===== src/design/ghtbl_pkg.sv =====
// Package: slot table geometry, operation codes, slot word and control types.
`default_nettype none

package ghtbl_pkg;

	localparam int ChunkSize  = 64;
	localparam int ChunkCount = 16;
	localparam int SlotTotal  = ChunkSize * ChunkCount;
	localparam int SlotAw     = (SlotTotal > 1) ? $clog2(SlotTotal) : 1;

	typedef enum logic [2:0] {
		OP_PUBLISH   = 3'd0,
		OP_RETIRE    = 3'd1,
		OP_PIN       = 3'd2,
		OP_UNPIN     = 3'd3,
		OP_COUNT_IDX = 3'd4,
		OP_COUNT_HND = 3'd5,
		OP_CLEAR_IDX = 3'd6,
		OP_CLEAR_HND = 3'd7
	} op_t;

	// One table entry as held in the slot RAM
	typedef struct packed {
		logic [31:0] gen;
		logic        live;
		logic [63:0] ptr;
		logic        present;
		logic [31:0] count;
	} slot_t;

	typedef struct packed {
		logic              ready;
		logic              commit;
		logic              wipe;
		logic [SlotAw-1:0] wipe_addr;
	} ghtbl_cmd_t;

	typedef struct packed {
		logic req_valid;
		logic out_busy;
	} ghtbl_sts_t;

endpackage

`default_nettype wire


===== src/design/ghtbl_ctrl.sv =====
// Controller: clearing sweep after reset, accept and execute sequencing.
`default_nettype none

module ghtbl_ctrl
	import ghtbl_pkg::*;
(
	input  wire logic       clk,
	input  wire logic       arst_n,
	input  wire ghtbl_sts_t sts,
	output ghtbl_cmd_t      cmd
);

	typedef enum logic [1:0] {
		ST_CLEAR,
		ST_IDLE,
		ST_EXEC
	} state_t;

	localparam logic [SlotAw-1:0] LastSlot = SlotAw'(SlotTotal - 1);

	state_t            state_q;
	logic [SlotAw-1:0] clr_q;

	always_ff @(posedge clk or negedge arst_n) begin
		if (!arst_n) begin
			state_q <= ST_CLEAR;
			clr_q   <= '0;
		end else begin
			case (state_q)
				ST_CLEAR: begin
					clr_q <= clr_q + SlotAw'(1);
					if (clr_q == LastSlot) begin
						state_q <= ST_IDLE;
					end
				end
				ST_IDLE: begin
					if (sts.req_valid) begin
						state_q <= ST_EXEC;
					end
				end
				ST_EXEC: begin
					if (!sts.out_busy) begin
						state_q <= ST_IDLE;
					end
				end
				default: begin
					state_q <= ST_CLEAR;
				end
			endcase
		end
	end

	always_comb begin
		cmd.ready     = (state_q == ST_IDLE);
		cmd.commit    = (state_q == ST_EXEC) && !sts.out_busy;
		cmd.wipe      = (state_q == ST_CLEAR);
		cmd.wipe_addr = clr_q;
	end

endmodule

`default_nettype wire


===== config.mk =====
export PLATFORM = sky130hd
export DESIGN_NAME = ghtbl_ctrl
export DESIGN_NICKNAME = d
export VERILOG_FILES = /design/src/design/ghtbl_pkg.sv /design/src/design/ghtbl_ctrl.sv
export SDC_FILE = /design/constraint.sdc
export NUM_CORES = 1
export LEC_CHECK = 0
export ABC_AREA = 1
export BUFFER_PORTS_ARGS = -buffer_cell sky130_fd_sc_hd__buf_2
export CORE_AREA = 2 2 39 41
export DETAILED_ROUTE_END_ITERATION = 10
export DIE_AREA = 0 0 41 43
export GPL_TIMING_DRIVEN = 0
export PLACE_DENSITY = 0.74
export SETUP_SLACK_MARGIN = 0.02
export SYNTH_ARGS = -nofsm -noshare
export SYNTH_HDL_FRONTEND = slang
export SYNTH_SLANG_ARGS = --single-unit

===== constraint.sdc =====
create_clock -name clk -period 1.65 [get_ports clk]
set_input_delay 0.0825 -clock clk [delete_from_list [all_inputs] [get_ports clk]]
set_output_delay 0.0825 -clock clk [all_outputs]
set_load 0.005 [all_outputs]

==> results.ini <==
[run_status]
status = completed

[critical_path]
r2r_slack_ns = 0.43
worstSetupPathType = flop to flop
r2r-start = state_q[1]
cp_top_family = simple AND/OR/NAND/NOR gates
cp.arrival_ns = 1.38
critPathMaxStageDelay_ns = 0.43
critPathBufInv = 0
crit_required_ns = 1.81
reg2reg_to = clr_q[7]
worst_path_max_delay_cell = dfrtp_1
ff2ff_path_depth = 6
critPathMostFrequentCell = nand2_1
crit_chain = nor2_4, nand3_4, nor2_2, nand2_1, nand2_1, nand2_1
endpoint_kind = flop
critPathLaunchType = flop
cp_max_fo = 6

[sta]
finalCritPeriodShare = 0.740
finalSetupViolCount = 0
hold_viol_final = 0
max-slew-margin-rel = 0.826
finalSetupTns_ns = 0
finalCriticalPeriod_ns = 1.22
timing.fmax_mhz = 819
slew_violations = 0
rsz0062_at_grt = false
clock_skew_ns = 0.00270
worst-slew-pin-transition_ns = 0.260

[finish]
multi_input_area_um2 = 302
n_fill_cell = 130
area_delta_synth_final_pct = 20.5
stdcell_count = 112
regArea_um2 = 300
antennaDiodeCount = 0
finalNetCount = 103
drive_above_1_share = 0.271

[cts]
cts_made_buffers = 3
cts_sinks = 12
cts-root-buf = clkbuf_4
clkTransAtPathRegs_ns = 0.07
cts_max_path_buffers = 2
clock_latency_ns = 0.27
tritoncts = built
cts_htree_levels = 1

[die]
row_count = 14
die_y_um = 43
io_pins = 17
dieArea_mm2 = 0.00176
start_util = 0.467
coreArea_mm2 = 0.00138
die_x_um = 41

[yosys]
syn_avg_cell_area_um2 = 8.51
synth-seq-area-share = 0.464
synth-edff-count = 0
ys.warnings.count = 0
synth-simple-area-share = 0.354
ys_top_cells_by_count = nand2_1, dfrtp_1, inv_1
yosysMostFrequentCell = nand2_1
ys_types = 17
synthAdderAreaFrac = 0.0193
synth_top_area_frac = 0.464
synth-seq-cells = 12
syn_area_um2 = 647
synthTopCellsByArea = dfrtp_1, nand2_1, inv_1, xor2_1, nor2_4
synth_xor_area_frac = 0.0812
netlist_instances = 76
synthMuxAreaShare = 0
ys.flop_type = dfrtp_1
ys_async_sr_fraction = 1.00
synth_top_family_by_area = simple AND/OR/NAND/NOR gates
synth_top_cell_by_area = dfrtp_1
synth_compound_area_frac = 0.0116
synthesis.nets = 81

[flow_run]
cap_violations = 0

[detailed_routing]
routed_wl_um = 1130
vias = 541
drtPass1Iterations = 2
ant_nets = 0
via_per_inst = 4.83
drtIter0Drc = 1
wl_per_cell_um = 10.1
drc = 0

[pwr]
p_leak_nw = 0.425
p_total_mw = 1.17
power_density_mw_per_mm2 = 1500
cellInternalPower_mw = 0.694
peakVddDrop_v = 0.00102
clkPwrFrac = 0.148
pwr-share-comb = 0.412
p_switching_mw = 0.476
p_seq_frac = 0.440
switching_share = 0.407

[placed_design]
gp_congestion = 0.762
dp.cells = 108
numPortBuffers = 16
dp_hpwl_um = 910

[grt]
gr-total-overflow = 0
antenna_found_initial = 0
grt_pass1_vias = 478
grt_max_degree = 13
grt_pass1_wl_um = 1880
grt_use_total = 0.159

[hold_path]
hold-path-cell-count = 3
holdCritPathClass = input pin to flop
worstHoldStart = sts[1]
holdPathEnd = state_q[1]

[final cells by class]
class / count / share of cell area
Sequential cell: 12 / 0.385
Multi-Input combinational cell: 52 / 0.387
Clock buffer: 3 / 0.0289
Inverter: 12 / 0.0578
Tap cell: 16 / 0.0257
Timing Repair Buffer: 17 / 0.116
[registers in the layout, indices dropped and copies added (netlist names)]
| register | count |
|---|---|
| clr_q | 10 |
| state_q | 2 |
[metal layers]
metal / part of all wire / vias to the layer above / GRT usage
li1: - / 279 / -
met1: 0.46 / 240 / 0.207
met2: 0.46 / 17 / 0.238
met3: 0.057 / 5 / 0.0314
met4: 0.023 / 0 / 0.0800
met5: 0 / - / 0
[cell usage in the layout (no fill, tap or decap)]
cell type / n
buf_2: 16
nor3_2: 1
nand3_1: 3
nor2_1: 5
dfrtp_1: 12
dlygate4sd3_1: 1
xnor2_1: 2
nor2_2: 2
ha_1: 1
nand3_4: 1
nor2_4: 2
nand3b_1: 2
clkbuf_4: 3
o21bai_1: 1
nand4_1: 1
inv_1: 12
nand2_4: 1
nor3_1: 2
xor2_1: 4
nand2_1: 24
[power by group through the flow]
stage | sequential, mW | clock, mW | combinational, mW
detailed placement | 0.523 | 0 | 0.486
global route | 0.536 | 0.195 | 0.570
finish | 0.515 | 0.173 | 0.482
floorplan | 0.513 | 0 | 0.329
global placement | 0.518 | 0 | 0.476
CTS | 0.518 | 0.177 | 0.491
[per-stage QoR]
step / worst slack, ns / utilization / hold slack, ns / instance area, um^2
floorplan: 0.483 / - / -0.213 / 647
global placement: 0.441 / 0.540 / -0.0250 / 747
detailed placement: 0.417 / 0.540 / -0.0292 / 747
CTS: 0.402 / 0.563 / 0.0208 / 779
global route: 0.316 / 0.563 / 0.0377 / 779
finish: 0.429 / 0.563 / 0.0194 / 779
[tightest hold or removal path, cell delays in order]
cell	delay (ns)
buf_2	0.09
nand2_1	0.04
nand2_1	0.04
[timing repair]
| item | 4_1_cts | 5_1_grt |
|---|---|---|
| hold buffers | 1 | 0 |
| setup buffers | 0 | 0 |
| endpoints found under the hold margin | 12 | 0 |
| resized for setup | 0 | 0 |
[worst max-delay path by stage]
| stage | start | to | slack, ns | cells after the start |
|---|---|---|---|---|
| 6_report | state_q[1] | clr_q[7] | 0.43 | 6 |
| 5_1_grt | clr_q[0] | clr_q[4] | 0.32 | 5 |
| 4_1_cts | state_q[1] | clr_q[7] | 0.40 | 6 |
| 3_5_place_dp | state_q[1] | clr_q[7] | 0.42 | 6 |
| 3_3_place_gp | clr_q[0] | clr_q[8] | 0.44 | 5 |
| 2_1_floorplan | clr_q[0] | clr_q[8] | 0.48 | 5 |
[kinds of logic (layout without fill, tap and decap cells)]
group | after synthesis | count (layout)
AOI/OAI and AO/OA | 1 | 1
xor gates and xnor gates | 6 | 6
adders and majority gates | 1 | 1
buffers and inverters | 12 | 32
DFF | 12 | 12
and+or+nand+nor | 44 | 44
Note: power is estimated with default switching activity, not from simulation.
